===== config.mk =====
export PLATFORM = sky130hd
export DESIGN_NAME = sacl_ram
export DESIGN_NICKNAME = d
export VERILOG_FILES = /design/src/sacl_ram.sv
export SDC_FILE = /design/constraint.sdc
export NUM_CORES = 1
export LEC_CHECK = 0
export BUFFER_PORTS_ARGS = -buffer_cell sky130_fd_sc_hd__buf_2
export CORE_UTILIZATION = 53
export CTS_BUF_LIST = sky130_fd_sc_hd__clkbuf_2 sky130_fd_sc_hd__clkbuf_4 sky130_fd_sc_hd__clkbuf_8
export CTS_CLUSTER_DIAMETER = 80
export DETAILED_ROUTE_END_ITERATION = 8
export PLACE_DENSITY_LB_ADDON = 0.1
export SLEW_MARGIN = 10
export SYNTH_ARGS = -nofsm -noshare
export SYNTH_HDL_FRONTEND = slang
export SYNTH_SLANG_ARGS = --single-unit

===== constraint.sdc =====
create_clock -name clock -period 4 [get_ports clock]
set_input_delay 0.6 -clock clock [delete_from_list [all_inputs] [get_ports clock]]
set_output_delay 0.6 -clock clock [all_outputs]
set_load 0.01 [all_outputs]

===== src/sacl_ram.sv =====
module sacl_ram #(
   parameter int WIDTH = 8,
   parameter int DEPTH = 16
) (
   input  logic                                     clock,
   input  logic                                     wr_en,
   input  logic [(DEPTH > 1 ? $clog2(DEPTH) : 1)-1:0] wr_addr,
   input  logic [WIDTH-1:0]                         wr_data,
   input  logic                                     rd_en,
   input  logic [(DEPTH > 1 ? $clog2(DEPTH) : 1)-1:0] rd_addr,
   output logic [WIDTH-1:0]                         rd_data
);
   logic [WIDTH-1:0] mem_ff [DEPTH];
   logic [WIDTH-1:0] rd_data_ff;

   always_ff @(posedge clock) begin
      if (wr_en) begin
         mem_ff[wr_addr] <= wr_data;
      end
      if (rd_en) begin
         rd_data_ff <= mem_ff[rd_addr];
      end
   end

   assign rd_data = rd_data_ff;
endmodule


==> metrics.md <==
| Metric | Value |
|---|---|
| Die Wd | `slightly above 100 um` |
| Initial DRC count | `approximately 170` |
| Top cell type by total area after synthesis | `edfxtp_1` |
| Routed vias | `2400` |
| Yosys warnings | `0` |
| Longest Clk Path Bufs | `2` |
| Worst Hold Class | `in -> reg` |
| Nets@finish | `289` |
| Sequential fraction of the synthesis area | `0.781` |
| Setup-failing EPs final | `0` |
| Dominant combinational cell family by area after synthesis | `multiplexers` |
| Post-synthesis adder-cell area fraction | `0` |
| Final hold viol count | `0` |
| Setup TNS Final | `0 ns` |
| Vias/cell | `between 5 and 6` |
| Latest clock arrival within the worst-skew pair | `~0.41 ns` |
| Vias in the first global route | `approximately 2400` |
| Final instance area | `a little under 6000 um2` |
| DRC viols | `0` |
| Cell Rows | `35` |
| RSZ-0062 raised after global routing | `no` |
| WHS Path Cells | `1` |
| Post-CTS setup buffer count | `0` |
| Simple-gate share of the synthesized area | `0.0314` |
| Avg Cell Area, Syn | `between 20 and 25 um2` |
| First-pass GRT wire length | `around 14 mm` |
| Area fraction in compound gates after synthesis | `0.0230` |
| R2r setup slk | `2.47 ns` |
| N_diodes | `0` |
| Post-synthesis xor/xnor area fraction | `0` |
| DR WL/cell | `23.0 um` |
| CTS Hold Buffers Added | `0` |
| Core Area | `between 9000 and 10000 um2` |
| Antenna violations before repair | `0` |
| Crit path capture type | `flip-flop` |
| Clk root buf | `clkbuf_8` |
| Leak pwr | `around 2.0 nW` |
| Max Clock Skew | `between 0.008 and 0.009 ns` |
| GPL Wtd Cong | `0.708` |
| Largest cells by area after synthesis | `edfxtp_1 78%, mux4_2 7.8%, mux4_1 7.0%` |
| Multiplexer share of the synthesized area | `0.148` |
| Net count after synthesis | `approximately 250` |
| Starting Density | `0.555` |
| PostCTS Resize Cnt | `0` |
| Required @ worst endpoint | `around 4.2 ns` |
| Worst slew pin tran | `0.967 ns` |
| Worst R2R Start | `mem_ff[1][0]$_DFFE_PP_` |
| Status | `completed` |
| P&R area growth vs syn | `13.7%` |
| Total GRT Usage | `0.207` |
| Final cycle utilization of the critical path | `0.534` |
| Dpl cell area | `~5500 um2` |
| Asr flop ratio synth | `0` |
| Worst setup SP type | `input port` |
| Post-DP HPWL | `5.91 mm` |
| I/O Pins | `27` |
| H-tree Lvls | `4` |
| R2r worst-path depth | `3` |
| Mapped Cells | `229` |
| # port buffers | `26` |
| Post-DRT Antenna Nets | `0` |
| Number of fill cells | `roughly 660` |
| Period minus WS final | `around 2.1 ns` |
| Most numerous cell in the Yosys netlist | `edfxtp_1` |
| Mapped Area | `roughly 5200 um2` |
| Clock slew at reported path FFs | `0.08 ns` |
| Max-cap violations | `0` |
| Post-synth top flop | `edfxtp_1` |
| Pwr/cell area | `514 nW/um2` |
| Hold path startpoint | `rd_en` |
| Worst vdd ir | `244 uV` |
| Largest net degree at the start of global routing | `33` |
| Commonest cells post-synth | `136 x edfxtp_1, 18 x mux4_2, 16 x a22oi_1` |
| Yosys top cell area share | `0.781` |
| EDFF count, synth | `between 100 and 150` |
| CP Class | `in -> reg` |
| Drt first pass iters | `4` |
| Yosys cell types | `18` |
| Worst Setup SP | `rd_addr[0]` |
| Rel. slew slack | `0.353` |
| Maximum fanout along the worst path | `15` |
| Num CTS Buffers | `17` |
| WP data arrival | `2.30 ns` |
| Clock sink count | `136` |
| CTS tree | `done` |
| WHS | `0.541 ns` |
| FMAX | `about 0.47 GHz` |
| Number of synthesized register bits | `136` |
| GR Overflow Total | `0` |
| Die H | `about 100 um` |
| Die Area | `roughly 10000 um2` |
| Layout cell share with drive strength beyond 1 | `0.284` |
| Final wirelength | `9.44 mm` |
| Max Transition Viols Final | `0` |
-- power breakdown --
part | switching, mW | total, mW | internal (mW) | leakage [nW]
registers | 0.00739 | 1.61 | 1.60 | 1.24
clock network | 0.494 | 1.30 | 0.808 | 0.232
logic | 0.0840 | 0.141 | 0.0573 | 0.504
total | 0.585 | 3.05 | 2.47 | 1.97
-- cells by family after synthesis --
kind of cell	Yosys count
compound gates	16
buf+inv	10
flops	136
mux	32
simple gates	35
-- cell usage in the layout, fill, tap and decap left out --
cell type	count
mux4_1	14
nand3_1	1
nor2_1	13
nor2b_1	1
buf_2	26
nand2b_1	2
clkinv_2	1
clkinv_1	2
nor3_1	4
or3b_2	1
nand3b_1	2
bufinv_16	6
clkbuf_8	17
and2b_1	1
clkinv_4	2
inv_6	1
a22oi_1	16
edfxtp_1	136
and2_1	1
buf_4	6
mux4_2	18
nand2_1	9
clkbuf_4	1
clkinvlp_4	1
-- flip-flops by register name, summed over array words and instances, names as in the netlist --
signal	flops
mem_ff	128
rd_data	8
-- worst paths after layout --
path                          endpoint
setup reg to reg  rd_data[0]$_DFFE_PP_
hold reg to reg   rd_data[3]$_DFFE_PP_
hold / removal    rd_data[2]$_DFFE_PP_
setup / recovery  rd_data[0]$_DFFE_PP_
-- metrics by stage --
| step | power [mW] | utilization | setup WS [ns] | cells |
|---|---|---|---|---|
| after global placement | 1.78 | 0.582 | 1.40 | 380 |
| after global routing | 3.14 | 0.631 | 1.79 | 411 |
| after detailed placement | 1.79 | 0.582 | 1.37 | 380 |
| final | 3.05 | 0.631 | 1.86 | 411 |
| after CTS | 3.07 | 0.631 | 1.81 | 411 |
| after floorplan | 1.73 | - | 1.91 | 229 |
-- per-layer routing --
metal	GRT usage	up-vias	wire [um]
met5	0	-	0
met4	0.0736	0	44
met3	0.0455	4	513
met2	0.320	79	4620
met1	0.297	1256	4260
li1	-	1061	-
-- critical path, stage by stage --
cell	delay, ns
buf_2	0.41
buf_4	0.31
mux4_1	0.58
a22oi_1	0.29
nand2_1	0.10
-- area by class of cell --
type,instances,area (um2),share of cell area
clock buffer,18,241,0.0406
clock inverter,13,226,0.0381
multi-input combinational,83,1060,0.178
sequential,136,4080,0.687
tap,129,161,0.0271
timing repair buffer,32,175,0.0295
No activity file was read; power rests on OpenSTA's default activity.
