### src/sacl_pkg.sv
package sacl_pkg;

   localparam int ADDR_W    = 32;
   localparam int TAG_W     = 32;
   localparam int OFFSET_W  = 24;
   localparam int SET_OUT_W = 8;
   localparam int WAY_OUT_W = 3;
   localparam int COUNT_W   = 32;

   // one tag slot in a row: valid bit on top of the tag
   localparam int SLOT_W = TAG_W + 1;

   // widest way number the status struct carries (up to 64 ways)
   localparam int WAY_IDX_MAX_W = 6;

   localparam int OB_W = 5;
   localparam int SB_W = 4;
   localparam int WU_W = 4;
   localparam logic [OB_W-1:0] OFFSET_LIMIT = 5'd24;

   localparam int CSR_IDX_W  = 2;
   localparam int CSR_DATA_W = 5;
   localparam logic [CSR_IDX_W-1:0] CSR_BLK_BITS    = 2'd0;
   localparam logic [CSR_IDX_W-1:0] CSR_SET_BITS    = 2'd1;
   localparam logic [CSR_IDX_W-1:0] CSR_WAYS_IN_USE = 2'd2;

   localparam logic [OB_W-1:0] BLK_BITS_RST    = 5'd4;
   localparam logic [SB_W-1:0] SET_BITS_RST    = 4'd0;
   localparam logic [WU_W-1:0] WAYS_IN_USE_RST = 4'd8;

   typedef struct packed {
      logic start;
      logic step;
   } scan_ctrl_type;

   typedef struct packed {
      logic                     done;
      logic                     hit;
      logic [WAY_IDX_MAX_W-1:0] way;
   } scan_stat_type;

endpackage

### src/sacl_addr_split.sv
module sacl_addr_split #(
   parameter int SET_LIM = 8,
   parameter int SET_AW  = 8
) (
   input  logic [sacl_pkg::ADDR_W-1:0]   address,
   input  logic [sacl_pkg::OB_W-1:0]     blk_bits,
   input  logic [sacl_pkg::SB_W-1:0]     set_bits,
   output logic [sacl_pkg::OFFSET_W-1:0] byte_offset,
   output logic [SET_AW-1:0]             set_index,
   output logic [sacl_pkg::TAG_W-1:0]    tag_value
);
   import sacl_pkg::*;

   logic [OB_W-1:0]   ob;
   logic [SB_W-1:0]   sb;
   logic [OB_W:0]     tag_shift;
   logic [ADDR_W-1:0] above_offset;
   logic [ADDR_W-1:0] offset_mask;
   logic [ADDR_W-1:0] set_mask;

   // clamp the geometry to what the store can hold
   assign ob = (blk_bits > OFFSET_LIMIT) ? OFFSET_LIMIT : blk_bits;
   assign sb = (32'(set_bits) > SET_LIM) ? SB_W'(SET_LIM) : set_bits;
   assign tag_shift = (OB_W + 1)'(ob) + (OB_W + 1)'(sb);

   assign offset_mask  = ~({ADDR_W{1'b1}} << ob);
   assign set_mask     = ~({ADDR_W{1'b1}} << sb);
   assign above_offset = address >> ob;

   assign byte_offset = OFFSET_W'(address & offset_mask);
   assign set_index   = SET_AW'(above_offset & set_mask);
   // a shift of 32 or more leaves no tag bits
   assign tag_value   = address >> tag_shift;
endmodule

### config.mk
export PLATFORM = sky130hd
export DESIGN_NAME = sacl_addr_split
export DESIGN_NICKNAME = d
export VERILOG_FILES = /design/src/sacl_pkg.sv /design/src/sacl_addr_split.sv
export SDC_FILE = /design/constraint.sdc
export NUM_CORES = 1
export LEC_CHECK = 0
export BUFFER_PORTS_ARGS = -buffer_cell sky130_fd_sc_hd__buf_2
export CAP_MARGIN = 20
export CORE_MARGIN = 4
export CORE_UTILIZATION = 26
export DETAILED_ROUTE_END_ITERATION = 7
export SETUP_SLACK_MARGIN = 0.4
export SLEW_MARGIN = 30
export SYNTH_ARGS = -nofsm -noshare
export SYNTH_HDL_FRONTEND = slang
export SYNTH_SLANG_ARGS = --single-unit
### constraint.sdc
create_clock -name vclk -period 4.5
set_clock_uncertainty 0.2 [all_clocks]
set_input_delay 0.45 -clock vclk [all_inputs]
set_output_delay 0.45 -clock vclk [all_outputs]
set_load 0.05 [all_outputs]
==> results of run 1 <==
[per-stage QoR]
step           worst slack, ns  total power, mW  hold slack [ns]  cell area [sq um]  util (%)
2_1_floorplan            0.408            0.995            0.931               4200         -
3_3_place_gp             0.408             1.27             1.15               4890      33.6
3_5_place_dp             0.378             1.27             1.15               4890      33.6
4_1_cts                  0.388             1.28             1.15               4890      33.7
5_1_grt                  0.349             1.44             1.17               5110      35.2
6_report                 0.468             1.36             1.15               5110      35.2
[final cells by class]
type                       instances  share of cell area, %
inverter                           9                  0.661
multi-input combinational        472                   77.1
tap                              184                   4.50
timing repair buffer             143                   17.7
[path summary, 6_finish.rpt]
| path | start | endpoint | slack [ns] | cells after the start |
|---|---|---|---|---|
| setup / recovery | blk_bits[4] | tag_value[3] | 0.47 | 12 |
| hold / removal | address[0] | byte_offset[0] | 1.15 | 3 |
[routing by layer]
metal	global-route usage, %	wire (um)
met5	0	0
met4	2.93	299
met3	1.07	1400
met2	27.4	7150
met1	28.4	7570
[cells in the mapped netlist, types with 7 or more instances]
| cell | instances |
|---|---|
| o221ai_1 | 7 |
| mux2i_1 | 56 |
| a21boi_0 | 8 |
| a31oi_1 | 19 |
| a21oi_1 | 34 |
| nand3_1 | 22 |
| mux2_2 | 32 |
| inv_1 | 7 |
| buf_1 | 7 |
| clkbuf_1 | 36 |
| o21ai_0 | 29 |
| nor2b_1 | 20 |
| nand2_1 | 33 |
| buf_2 | 16 |
| a211oi_1 | 18 |
| o22ai_1 | 20 |
| or3_1 | 7 |
| nor3_1 | 8 |
| o21a_1 | 8 |
| mux4_2 | 14 |
| nor2_1 | 42 |
| nand2b_1 | 8 |
| o211ai_1 | 13 |
[repair_timing]
item                                    CTS  global route
endpoints found under the setup margin    3            30
pin swaps                                 0             4
resized for setup                         2            36
buffers inserted                          0             8
gates cloned                              0             2
[power breakdown]
part / leakage [nW] / internal [mW] / switching, mW
clock: 0 / 0 / 0
combinational: 2.03 / 0.496 / 0.864
sequential: 0 / 0 / 0
total: 2.03 / 0.496 / 0.864
[cells by family (layout without fill, tap and decap cells)]
| logic type | Yosys count | in the layout |
|---|---|---|
| AO/OA/AOI/OAI | 196 | 196 |
| XOR/XNOR | 4 | 4 |
| adder cells (fa/ha/maj) | 5 | 5 |
| buffers and inverters | 75 | 152 |
| multiplexers | 104 | 104 |
| AND/OR/NAND/NOR | 162 | 163 |
==> results_dict.tcl, run 1 <==
set metrics [dict create \
    via_per_inst 5.97 \
    rsz0062_at_grt "yes" \
    postSynthAreaPerCell_sq_um 7.04 \
    grt_usage_pct 18.1 \
    finalHoldViolations 0 \
    drive_gt1_share_pct 39.1 \
    setup_viol 0 \
    vdd_ir_drop_max_mv 0.121 \
    route.detailed.drc 0 \
    worst_ep_arrival_time_ns 3.38 \
    ff_latch_area_sq_um 0 \
    num_vias 4820 \
    relSlewSlack_pct 50.0 \
    clock_buffers 0 \
    yosys.area_share.simple_pct 20.9 \
    io_pins 105 \
    hold_class "input pin to output port" \
    synthCells 546 \
    worstPathRequired_ns 3.85 \
    grt_overflow 0 \
    startpoint_type "input pin" \
    synth_top_family_by_area "compound AO/OA/AOI/OAI gates" \
    maxSlewViolCount 0 \
    core_area_sq_um 14500 \
    path_class "input pin to output port" \
    multi_input_area_sq_um 3940 \
    fin_crit_sh_pct 89.6 \
    wl_per_cell_um 20.3 \
    cp_max_fo 12 \
    synth_warnings 0 \
    synth_compound_area_share_pct 34.4 \
    dr.first_iter.drc_count 486 \
    grt_pass1_wl_mm 24.9 \
    synth_xor_area_share_pct 0.911 \
    setup_tns_ns 0 \
    postRouteAntennaNets 0 \
    seq_area_frac_synth_pct 0 \
    synth_cell_types 65 \
    final_cells 808 \
    path_common_cell "inv_1" \
    placedCellCount 798 \
    nets 672 \
    finalCriticalPeriod_ns 4.03 \
    grt_max_degree 68 \
    dieArea_sq_um 16800 \
    cp-end-kind "output port" \
    power_density_nw_per_um2 266 \
    syn_nets 592 \
    timing.max_cap.violations 0 \
    die_y_um 130 \
    firstDrtPassIters 5 \
    dp_hpwl_mm 12.2 \
    die_w_um 130 \
    first_global_vias 4351 \
    ys_top_cells_by_area "mux2i_1 15%, mux2_2 9.4%, mux4_2 8.2%" \
    n_antenna_cell 0 \
    routed_wl_mm 16.4 \
    max_freq_mhz 248 \
    hold_buffers 0 \
    synth_area_sq_um 3840 \
    synth_fa_ha_area_share_pct 1.82 \
    seq_cell_count 0 \
    initial_core_util_pct 26.5 \
    tightest_slew_ns 0.751 \
    cp_num_buf_inv 4 \
    path_cells "clkbuf_4, a21bo_2, inv_1, ha_2, inv_1, fa_2, nand2b_1, a21oi_4, xor2_4, or4_1, a31oi_4, buf_2" \
    final_common_cell "buf_2" \
    fillers 1574 \
    rows 44 \
    gp_congestion 0.933 \
    cpLargestDelayFamily "simple AND/OR/NAND/NOR gates" \
    yosysTopAreaCell "mux2i_1" \
    muxShareOfSynthArea_pct 33.5 \
    max_stage_delay_ns 0.59 \
    outcome "finished, final reports clean" \
    layout_common_cells "95 x buf_2, 50 x mux2i_1, 37 x buf_4" \
    area_growth_pct 33.0 \
    cp_slowest_cell "or4_1" \
    yosysTopAreaCellShare_pct 14.6 \
    port_buffers 105 \
    antenna_found_initial 0 \
    p_leak_nw 2.03 \
]
Note: power is estimated with default switching activity, not from simulation.
==> run 2, diff against run 1 <==
--- a/config.mk
+++ b/config.mk
@@ -5,6 +5,7 @@
 export SDC_FILE = /design/constraint.sdc
 export NUM_CORES = 1
 export LEC_CHECK = 0
+export ABC_AREA = 1
 export BUFFER_PORTS_ARGS = -buffer_cell sky130_fd_sc_hd__buf_2
 export CAP_MARGIN = 20
 export CORE_MARGIN = 4
==> results_dict.tcl, run 2 <==
set metrics [dict create \
    layout_common_cells "357 x nand2_1, 158 x nand3_1, 105 x buf_2" \
    via_per_inst 5.08 \
    finalHoldViolations 0 \
    maxSlewViolCount 0 \
    ys_top_cells_by_area "nand2_1 36%, nand3_1 21%, o21ai_0 7.7%" \
    tightest_slew_ns 0.467 \
    pre_cts_ws_ns 0.613 \
    cp-end-kind "output port" \
    n_antenna_cell 0 \
    min-delay-start "address[6]" \
    dr.first_iter.drc_count 532 \
    initial_core_util_pct 26.6 \
    min_to "byte_offset[6]" \
    path_common_cell "nand2_1" \
    synth_common_cells "357 x nand2_1, 158 x nand3_1, 76 x inv_1" \
    antenna_found_initial 0 \
    ff_latch_area_sq_um 0 \
    seq_cell_count 0 \
    power_density_nw_per_um2 270 \
    dp_hpwl_mm 12.2 \
    syn_nets 876 \
    max_stage_delay_ns 0.37 \
    post-route-util_pct 31.0 \
    postRouteAntennaNets 0 \
    drive_gt1_share_pct 16.1 \
    grt_max_degree 54 \
    yosysMostFrequentCell "nand2_1" \
    nets 950 \
    io_pins 105 \
    core_area_sq_um 13900 \
    cp.depth 16 \
    setup_viol 0 \
    first_global_vias 4765 \
    yosysTopAreaCellShare_pct 36.1 \
    port_buffers 105 \
    worst_ep_arrival_time_ns 3.23 \
    gp_congestion 0.931 \
    final_common_cell "nand2_1" \
    route.detailed.drc 0 \
    fin_crit_sh_pct 86.2 \
    rows 43 \
    path_cells "buf_2, nand2_4, buf_4, inv_2, a21oi_4, ha_1, nand3_1, nand2_1, nand2_1, nand2_1, buf_4, nand2_1, nand3_1, nand2_1, a21oi_1, buf_2" \
    hold_class "input pin to output port" \
    seq_area_frac_synth_pct 0 \
    grt_overflow 0 \
    finalCriticalPeriod_ns 3.88 \
    setup_tns_ns 0 \
    synth_warnings 0 \
    worstPathRequired_ns 3.85 \
    grt_usage_pct 17.6 \
    min_path_cells 4 \
    wl_per_cell_um 14.1 \
    startpoint_type "input pin" \
    rsz0062_at_grt "no" \
    grt_pass1_wl_mm 24.0 \
    yosysTopAreaCell "nand2_1" \
    cp_max_fo 31 \
    cp_num_buf_inv 5 \
    num_vias 5499 \
    layout_setup_ws_ns 0.620 \
    die_w_um 127 \
    outcome "finished, final reports clean" \
    path_class "input pin to output port" \
    area_growth_pct 16.6 \
    placedCellCount 1082 \
    synthCells 830 \
    routed_wl_mm 15.2 \
    synth_cell_types 29 \
    fillers 1659 \
    die_y_um 127 \
    relSlewSlack_pct 68.5 \
    postSynthAreaPerCell_sq_um 4.47 \
    clock_buffers 0 \
    dieArea_sq_um 16200 \
    cpLargestDelayFamily "buffers and inverters" \
    synth_area_sq_um 3710 \
    cp_slowest_cell "buf_4" \
    final_cells 1082 \
    p_leak_nw 2.63 \
    vdd_ir_drop_max_mv 0.0993 \
    firstDrtPassIters 5 \
    max_freq_mhz 258 \
    timing.max_cap.violations 0 \
]
run 2: cell types whose count changed after synthesis, moves of 28 or more:
| cell | before | now |
|---|---|---|
| nand3_1 | 22 | 158 |
| inv_1 | 7 | 76 |
| nand2_1 | 33 | 357 |
| mux2_2 | 32 | 0 |
| o21ai_0 | 29 | 57 |
| mux2i_1 | 56 | 0 |
run 2: cells by family (layout without fill, tap and decap cells):
| group | after synthesis | after routing | synth area share, % |
|---|---|---|---|
| fa+ha+maj | 5 | 5 | 1.89 |
| buf+inv | 137 | 209 | 16.1 |
| compound gates | 103 | 103 | 14.8 |
| simple gates | 583 | 583 | 66.5 |
| xor+xnor | 2 | 2 | 0.675 |
run 2: cell type report:
cell class,instances,area (sq um),share of cell area (%)
inverter,88,330,7.64
tap,180,225,5.21
multi-input combinational,693,3120,72.1
timing repair buffer,121,649,15.0
run 2: what timing repair did:
action	4_1_cts	5_1_grt
endpoints found under the setup margin	0	6
resized for setup	0	2
hold buffers	0	0
buffers inserted	0	0
run 2: power by group:
part	leakage, nW	switching, mW	total [mW]	internal, mW
Combinational	2.63	0.866	1.17	0.300
Sequential	0	0	0	0
Clock	0	0	0	0
Total	2.63	0.866	1.17	0.300
run 2: how the worst max path moves through the flow:
stage                               to         from
after floorplan           tag_value[6]  blk_bits[3]
after global placement    tag_value[1]  blk_bits[3]
after detailed placement  tag_value[7]  set_bits[0]
after CTS                 tag_value[7]  set_bits[0]
after global routing      tag_value[1]  set_bits[1]
final                     tag_value[7]  blk_bits[3]
run 2: stage by stage:
stage | hold WS, ns | instance area, sq um | power, mW
2_1_floorplan | 0.929 | 3710 | 0.900
3_3_place_gp | 1.13 | 4320 | 1.16
4_1_cts | 1.13 | 4320 | 1.16
3_5_place_dp | 1.13 | 4320 | 1.16
6_report | 1.13 | 4320 | 1.17
5_1_grt | 1.15 | 4320 | 1.28
run 2: routing by layer:
layer / wire [um] / global-route usage [%] / share of wire, %
met1: 6970 / 25.9 / 46
met5: 0 / 0 / 0
met2: 6600 / 27.4 / 43
met3: 1250 / 1.46 / 8.2
met4: 401 / 4.48 / 2.6
