[src/sacl_pkg.sv]
package sacl_pkg;

   localparam int ADDR_W    = 32;
   localparam int TAG_W     = 32;
   localparam int OFFSET_W  = 24;
   localparam int SET_OUT_W = 8;
   localparam int WAY_OUT_W = 3;
   localparam int COUNT_W   = 32;

   // one tag slot in a row: valid bit on top of the tag
   localparam int SLOT_W = TAG_W + 1;

   // widest way number the status struct carries (up to 64 ways)
   localparam int WAY_IDX_MAX_W = 6;

   localparam int OB_W = 5;
   localparam int SB_W = 4;
   localparam int WU_W = 4;
   localparam logic [OB_W-1:0] OFFSET_LIMIT = 5'd24;

   localparam int CSR_IDX_W  = 2;
   localparam int CSR_DATA_W = 5;
   localparam logic [CSR_IDX_W-1:0] CSR_BLK_BITS    = 2'd0;
   localparam logic [CSR_IDX_W-1:0] CSR_SET_BITS    = 2'd1;
   localparam logic [CSR_IDX_W-1:0] CSR_WAYS_IN_USE = 2'd2;

   localparam logic [OB_W-1:0] BLK_BITS_RST    = 5'd4;
   localparam logic [SB_W-1:0] SET_BITS_RST    = 4'd0;
   localparam logic [WU_W-1:0] WAYS_IN_USE_RST = 4'd8;

   typedef struct packed {
      logic start;
      logic step;
   } scan_ctrl_type;

   typedef struct packed {
      logic                     done;
      logic                     hit;
      logic [WAY_IDX_MAX_W-1:0] way;
   } scan_stat_type;

endpackage

[src/sacl_way_scan.sv]
module sacl_way_scan #(
   parameter int WAYS  = 8,
   parameter int WAY_W = 3,
   parameter int NW_W  = 4
) (
   input  logic                                 clock,
   input  logic                                 reset,
   input  sacl_pkg::scan_ctrl_type              ctrl,
   input  logic [WAYS*sacl_pkg::SLOT_W-1:0]     row,
   input  logic [sacl_pkg::TAG_W-1:0]           tag,
   input  logic [NW_W-1:0]                      nw,
   output sacl_pkg::scan_stat_type              stat
);
   import sacl_pkg::*;

   logic [WAY_W-1:0]  way_ff;
   logic [WAY_W-1:0]  way_in;
   logic [SLOT_W-1:0] slot;
   logic              match;
   logic              last;

   // one comparator, walked across the ways
   assign slot  = row[way_ff*SLOT_W +: SLOT_W];
   assign match = slot[SLOT_W-1] && (slot[TAG_W-1:0] == tag);
   assign last  = (32'(way_ff) + 32'd1) >= 32'(nw);

   assign stat.done = ctrl.step && (match || last);
   assign stat.hit  = match;
   assign stat.way  = WAY_IDX_MAX_W'(way_ff);

   always_comb begin
      way_in = way_ff;
      if (ctrl.start) begin
         way_in = '0;
      end else if (ctrl.step && !stat.done) begin
         way_in = way_ff + WAY_W'(1);
      end
   end

   always_ff @(posedge clock) begin
      if (reset) begin
         way_ff <= '0;
      end else begin
         way_ff <= way_in;
      end
   end
endmodule

[config.mk]
export PLATFORM = sky130hd
export DESIGN_NAME = sacl_way_scan
export DESIGN_NICKNAME = d
export VERILOG_FILES = /design/src/sacl_pkg.sv /design/src/sacl_way_scan.sv
export SDC_FILE = /design/constraint.sdc
export NUM_CORES = 1
export LEC_CHECK = 0
export BUFFER_PORTS_ARGS = -buffer_cell sky130_fd_sc_hd__buf_4
export CORE_AREA = 5 5 119 121
export CTS_BUF_LIST = sky130_fd_sc_hd__clkbuf_2
export CTS_CLUSTER_DIAMETER = 40
export DETAILED_ROUTE_END_ITERATION = 10
export DIE_AREA = 0 0 124 126
export PLACE_DENSITY_LB_ADDON = 0.05
export SLEW_MARGIN = 0
export SYNTH_ARGS = -nofsm -noshare
export SYNTH_HDL_FRONTEND = slang
export SYNTH_SLANG_ARGS = --single-unit
[constraint.sdc]
create_clock -name clock -period 2.6 [get_ports clock]
set_input_delay 0.26 -clock clock [delete_from_list [all_inputs] [get_ports clock]]
set_output_delay 0.26 -clock clock [all_outputs]
set_load 0.02 [all_outputs]
==> results of run 1 <==
[critical path: stages, from the launching register on]
cell and delay, ns:
dfxtp_4 0.42, buf_12 0.14, mux4_2 0.53, mux2i_2 0.18
xor2_1 0.18, nand4_1 0.20, nor4_2 0.20, buf_4 0.15
nand4_1 0.15, inv_1 0.12, o31a_1 0.14, buf_6 0.12
[path summary, 6_finish.rpt]
path,startpoint,end,slack [ns],cells after the start
max,way_ff[1],stat[7],-0.42,11
min,reset,way_ff[2],0.32,3
max reg2reg,way_ff[1],way_ff[0],-0.08,11
min reg2reg,way_ff[2],way_ff[2],0.91,4
[logic make-up after synthesis]
family	count (synthesis)	synth area share, %
muxes	101	70.5
DFF	3	2.30
other	1	0.144
and+or+nand+nor	29	5.86
AOI/OAI and AO/OA	3	0.816
adders and majority gates	5	2.40
xor gates and xnor gates	33	11.1
buffers and inverters	28	6.86
[stage by stage]
step | setup TNS, ns | hold slack [ns]
2_1_floorplan | 0 | 0.426
3_3_place_gp | -1.27 | 0.542
3_5_place_dp | -1.41 | 0.540
4_1_cts | -1.43 | 0.303
5_1_grt | -2.18 | 0.324
6_report | -1.00 | 0.318
[power by group through the flow]
stage                     registers [W]  clock network (W)  logic [W]
after global placement        0.0000501                  0   0.000686
after detailed placement      0.0000501                  0   0.000694
after floorplan               0.0000504                  0   0.000285
after CTS                     0.0000493          0.0000711   0.000701
after global routing          0.0000492          0.0000792   0.000761
final                         0.0000491          0.0000663   0.000699
[final cells by class]
class	count	area, um2	area share, %
Sequential cell	3	68.8	1.25
Clock buffer	4	20.0	0.364
Timing Repair Buffer	352	2770	50.3
Multi-Input combinational cell	174	2410	43.8
Tap cell	176	220	4.00
Inverter	4	15.0	0.273
[what timing repair did]
action                     in CTS  in global routing
setup endpoints to repair       5                  5
pin swaps                       0                  2
setup buffers                   3                  8
hold buffers                    0                  0
gates resized for setup         7                  7
[metal layers]
metal	wire, um	vias to the layer above
li1	-	1513
met1	4290	1493
met2	7670	157
met3	1110	10
met4	161	0
met5	0	-
[cells in the mapped netlist, drive strengths merged]
cell type	instances
xnor2	4
nand2b	2
nand2	9
a21o	1
o31a	1
and3	1
inv	4
a21oi	1
nor2	2
mux2i	34
conb	1
nor2b	1
nor3	1
or3	2
mux2	1
xor2	29
mux4	66
nor4	2
nand3	1
nor3b	1
buf	24
ha	5
nand4	7
dfxtp	3
==> reports/metrics.csv, run 1 <==
stage,metric,value,unit
detailed_routing,DRC Markers,0,
clock_network,maximum clock path buffer count,2,
global_routing,grt ovf,0,
synth,"flops & latches, synth",3,
global_routing,GRT Util Overall,16.2,%
layout,most frequent cells in the layout,"buf_4, mux4_2, mux2i_1, xor2_1",
detailed_routing,DR vias/cell,4.45,
setup_path,Crit Path Category,register to output pin,
pwr,switch share,27.8,%
global_routing,largest net degree at the start of global routing,20,
floorplan,die width,124,um
flow_run,total of max-cap violations,0,
run_status,failing checks,setup timing,
pwr,Pleak,2.49,nW
layout,layout cells sized above 1,80.6,%
layout,Top Registers,way_ff: 3 flops,
synth,largest area contributor in the netlist,mux4_2,
place,Cells after DPL,698,
layout,fin nets,847,
floorplan,die height,126,um
pwr,VDD IR max,0.0533,mV
clock_network,CTS buffer count,3,
floorplan,starting density of the core,20.1,%
clock_network,# clock sinks,3,
run_status,outcome,"complete, but fails checks",
place,HPWL after DPL,12300,um
detailed_routing,vias,3173,
setup_path,CP arrival,2.76,ns
sta,RSZ-0062 raised after global routing,true,
detailed_routing,remaining antenna violation count after routing,0,
synth,yosys warns,0,
floorplan,die area,15600,um2
synth,"Seq/Total Area, Yosys",2.30,%
setup_path,Crit path required time,2.34,ns
synth,synthesized area per cell,12.8,um2
synth,Post-Syn Area,2610,um2
pwr,P_sw,0.000226,W
sta,post-layout min period,3.02,ns
global_routing,met3 usage,3.90,%
synth,area share of the largest cell type after synthesis,57.0,%
setup_path,CP Launch Type,register,
pwr,Clock Power Share,8.1,%
clock_network,Clock Latency Late Sink,0.21,ns
layout,post-route insts no fill,713,
synth,Synth area leaders,"mux4_2, mux2i_1, xor2_1",
layout,"most common cell after layout, fill and taps aside",buf_4,
global_routing,initial antenna violation count,0,
layout,Syn-to-layout area delta,111,%
layout,Reg with most FFs,way_ff,
global_routing,first-pass GRT wire length,19400,um
synth,cell count after synthesis,203,
pwr,Flop pwr share,6.0,%
pwr,P per Cell Area,148,nW/um2
detailed_routing,Initial DRC Count,29,
global_routing,GR peak layer,met2,
detailed_routing,total wire length,13200,um
layout,post-route cell area,5500,um2
clock_network,CTS tree,yes,
layout,Filler Cell Count,1306,
floorplan,core area,13000,um2
pwr,internal power,0.000588,W
pwr,Comb power frac,85.8,%
sta,Final Setup Violations,5,
place,placed cell area,5330,um2
sta,f_max,331,MHz
clock_network,Clock Tree Root,clkbuf_2,
pwr,total power draw,0.000814,W
floorplan,I/O Pins,312,
detailed_routing,routed len/inst,18.5,um
setup_path,CP Capture Type,output pin,
clock_network,H-tree levels,1,
sta,Layout Skew,0.00553,ns
place,Buffers on Ports,308,
sta,"Hold Violations, Final",0,
place,global placement routability congestion,0.801,
layout,ant diodes,0,
global_routing,vias in the first global route,3714,
floorplan,row count,42,
sta,Final Max Slew Viols,0,
synth,post-synthesis cell type count,28,
global_routing,met1 usage,16.7,%
clock_network,Clock Pin Slew Worst Setup and Hold Paths,0.05,ns
place,pre-CTS setup slack,-0.350,ns
global_routing,GR Util met2,32.6,%
setup_path,crit-path max FO,7,
layout,max reg flops,3,
worst_hold_path,hold crit path type,primary input to register,
sta,Final WS setup,-0.420,ns
sta,Final period util,116,%
layout,utilization after layout,42.4,%
detailed_routing,Pre-antenna DRT Iters,4,
No activity file was read; power rests on OpenSTA's default activity.
==> inputs of run 2 (changes only) <==
==> constraint.sdc (replaced) <==
create_clock -name clock -period 3.15 [get_ports clock]
set_input_delay 0.315 -clock clock [delete_from_list [all_inputs] [get_ports clock]]
set_output_delay 0.315 -clock clock [all_outputs]
set_load 0.02 [all_outputs]
==> reports/metrics.csv, run 2 (same netlist as run 1, synthesis figures left out) <==
stage,metric,value,unit,change
sta,post-layout min period,3.06,ns,
place,pre-CTS setup slack,-0.166,ns,+0.184 ns
sta,"Hold Violations, Final",0,,unchanged
clock_network,Clock Tree Root,clkbuf_2,,
setup_path,Crit path max-delay family,buffers and inverters,,
layout,most frequent cells in the layout,"buf_4, mux4_2, mux2i_1, xor2_1, nand2_1",,
sta,Final Setup Violations,0,,-5
floorplan,starting density of the core,20.1,%,unchanged
detailed_routing,routed len/inst,20.6,um,+11%
global_routing,largest net degree at the start of global routing,37,,+85%
layout,fin nets,824,,-2.7%
layout,ant diodes,0,,unchanged
global_routing,GRT Util Overall,17.2,%,+1.0 points
setup_path,Reg2Reg Setup Slack,0.43,ns,+0.51 ns
layout,"most common cell after layout, fill and taps aside",buf_4,,
layout,Top Registers,way_ff: 3 flops,,
setup_path,Buf/Inv on CP,5,,+1
setup_path,slowest cell on the critical path,mux4_2,,
layout,Syn-to-layout area delta,104,%,
detailed_routing,DRC Markers,0,,unchanged
layout,Filler Cell Count,1335,,+2.2%
floorplan,I/O Pins,312,,unchanged
pwr,VDD IR max,0.0522,mV,-2.0%
floorplan,die width,124,um,unchanged
floorplan,die area,15600,um2,unchanged
setup_path,cell breakdown of the critical path,buf_12 -> buf_16 -> buf_12 -> mux4_2 -> mux2i_1 -> xor2_1 -> nand4_1 -> nor2_2 -> nand4_1 -> inv_1 -> o31a_1 -> buf_4,,
sta,Final Max Slew Viols,0,,unchanged
sta,Final period util,97.1,%,
flow_run,total of max-cap violations,0,,unchanged
detailed_routing,total wire length,14200,um,+7.7%
run_status,outcome,finished clean,,
clock_network,CTS buffer count,3,,unchanged
sta,f_max,327,MHz,
setup_path,Crit Path Category,register to output pin,,
floorplan,row count,42,,unchanged
floorplan,die height,126,um,unchanged
clock_network,Clock Pin Slew Worst Setup and Hold Paths,0.04,ns,about the same
layout,utilization after layout,41.0,%,-1.3 points
floorplan,core area,13000,um2,unchanged
worst_hold_path,hold crit path type,primary input to register,,
sta,Layout Skew,0.00305,ns,-0.00247 ns
pwr,Pleak,2.37,nW,-5.0%
sta,Final WS setup,0.0926,ns,+0.513 ns
pwr,P per Cell Area,126,nW/um2,-15%
layout,Reg with most FFs,way_ff,,
setup_path,CP Launch Type,register,,
setup_path,CP arrival,2.74,ns,-0.02 ns
global_routing,vias in the first global route,3649,,-1.8%
clock_network,H-tree levels,1,,unchanged
layout,max reg flops,3,,unchanged
clock_network,CTS tree,yes,,
detailed_routing,Initial DRC Count,71,,+140%
clock_network,Clock Latency Late Sink,0.20,ns,about the same
global_routing,grt ovf,0,,unchanged
detailed_routing,Pre-antenna DRT Iters,4,,unchanged
setup_path,CP Capture Type,output pin,,
place,global placement routability congestion,0.835,,+4.3%
setup_path,max incr delay on CP,0.50,ns,-0.03 ns
global_routing,first-pass GRT wire length,20200,um,+4.3%
setup_path,crit-path max FO,14,,+7
layout,layout cells sized above 1,78.8,%,-1.8 points
clock_network,maximum clock path buffer count,2,,unchanged
clock_network,# clock sinks,3,,unchanged
pwr,total power draw,0.000670,W,-18%
global_routing,initial antenna violation count,0,,unchanged
detailed_routing,DR vias/cell,4.50,,+1.2%
place,Buffers on Ports,308,,unchanged
detailed_routing,vias,3107,,-2.1%
place,HPWL after DPL,12600,um,+2.8%
setup_path,Crit path required time,2.83,ns,+0.49 ns
detailed_routing,remaining antenna violation count after routing,0,,unchanged
sta,RSZ-0062 raised after global routing,true,,
==> run 2: cell count changes in the layout (fill, tap and decap cells not counted), sizes merged <==
cell	change
buf	-24
bufbuf	+1
==> run 2: tightest hold or removal path, cell delays in order <==
cell	delay, ns
buf_4	0.09
or3_1	0.09
mux2i_1	0.05
==> run 2: power breakdown <==
group	internal [W]	switching, W	leakage, nW	total [W]
Sequential	0.0000381	0.00000254	0.0263	0.0000407
Combinational	0.000412	0.000164	2.32	0.000576
Clock	0.0000335	0.0000195	0.0166	0.0000530
==> run 2: what timing repair did <==
action | CTS | global route
hold buffers | 0 | 0
pin swaps | 4 | 2
endpoints found under the setup margin | 5 | 2
resized for setup | 4 | 4
gates cloned | 1 | 0
buffers inserted | 7 | 0
==> run 2: through the flow <==
step / cells / area (um2) / hold WS [ns] / TNS [ns]
CTS: 690 / 5310 / 0.373 / 0
global route: 690 / 5330 / 0.387 / -0.227
finish: 690 / 5330 / 0.386 / 0
floorplan: 205 / 2610 / 0.491 / 0
detailed placement: 679 / 5160 / 0.593 / -0.385
global placement: 679 / 5160 / 0.598 / -0.275
==> run 2: cell type report <==
cell class / count / area [um2] / share of cell area [%]
tap: 176 / 220 / 4.14
inverter: 4 / 15.0 / 0.282
sequential: 3 / 68.8 / 1.29
clock buffer: 4 / 20.0 / 0.376
timing repair buffer: 329 / 2620 / 49.2
multi-input combinational: 174 / 2380 / 44.8
==> run 2: final timing paths <==
kind,start,endpoint,cells past startpoint
max,way_ff[0],stat[7],12
min,reset,way_ff[0],3
max reg2reg,way_ff[0],way_ff[1],12
min reg2reg,way_ff[1],way_ff[1],3
==> run 2: per-layer routing <==
metal	part of all wire [%]	GRT usage, %	vias up
li1	-	-	1471
met1	34	18.5	1470
met2	57	33.7	156
met3	8.6	4.89	10
met4	0.85	1.80	0
met5	0	0	-
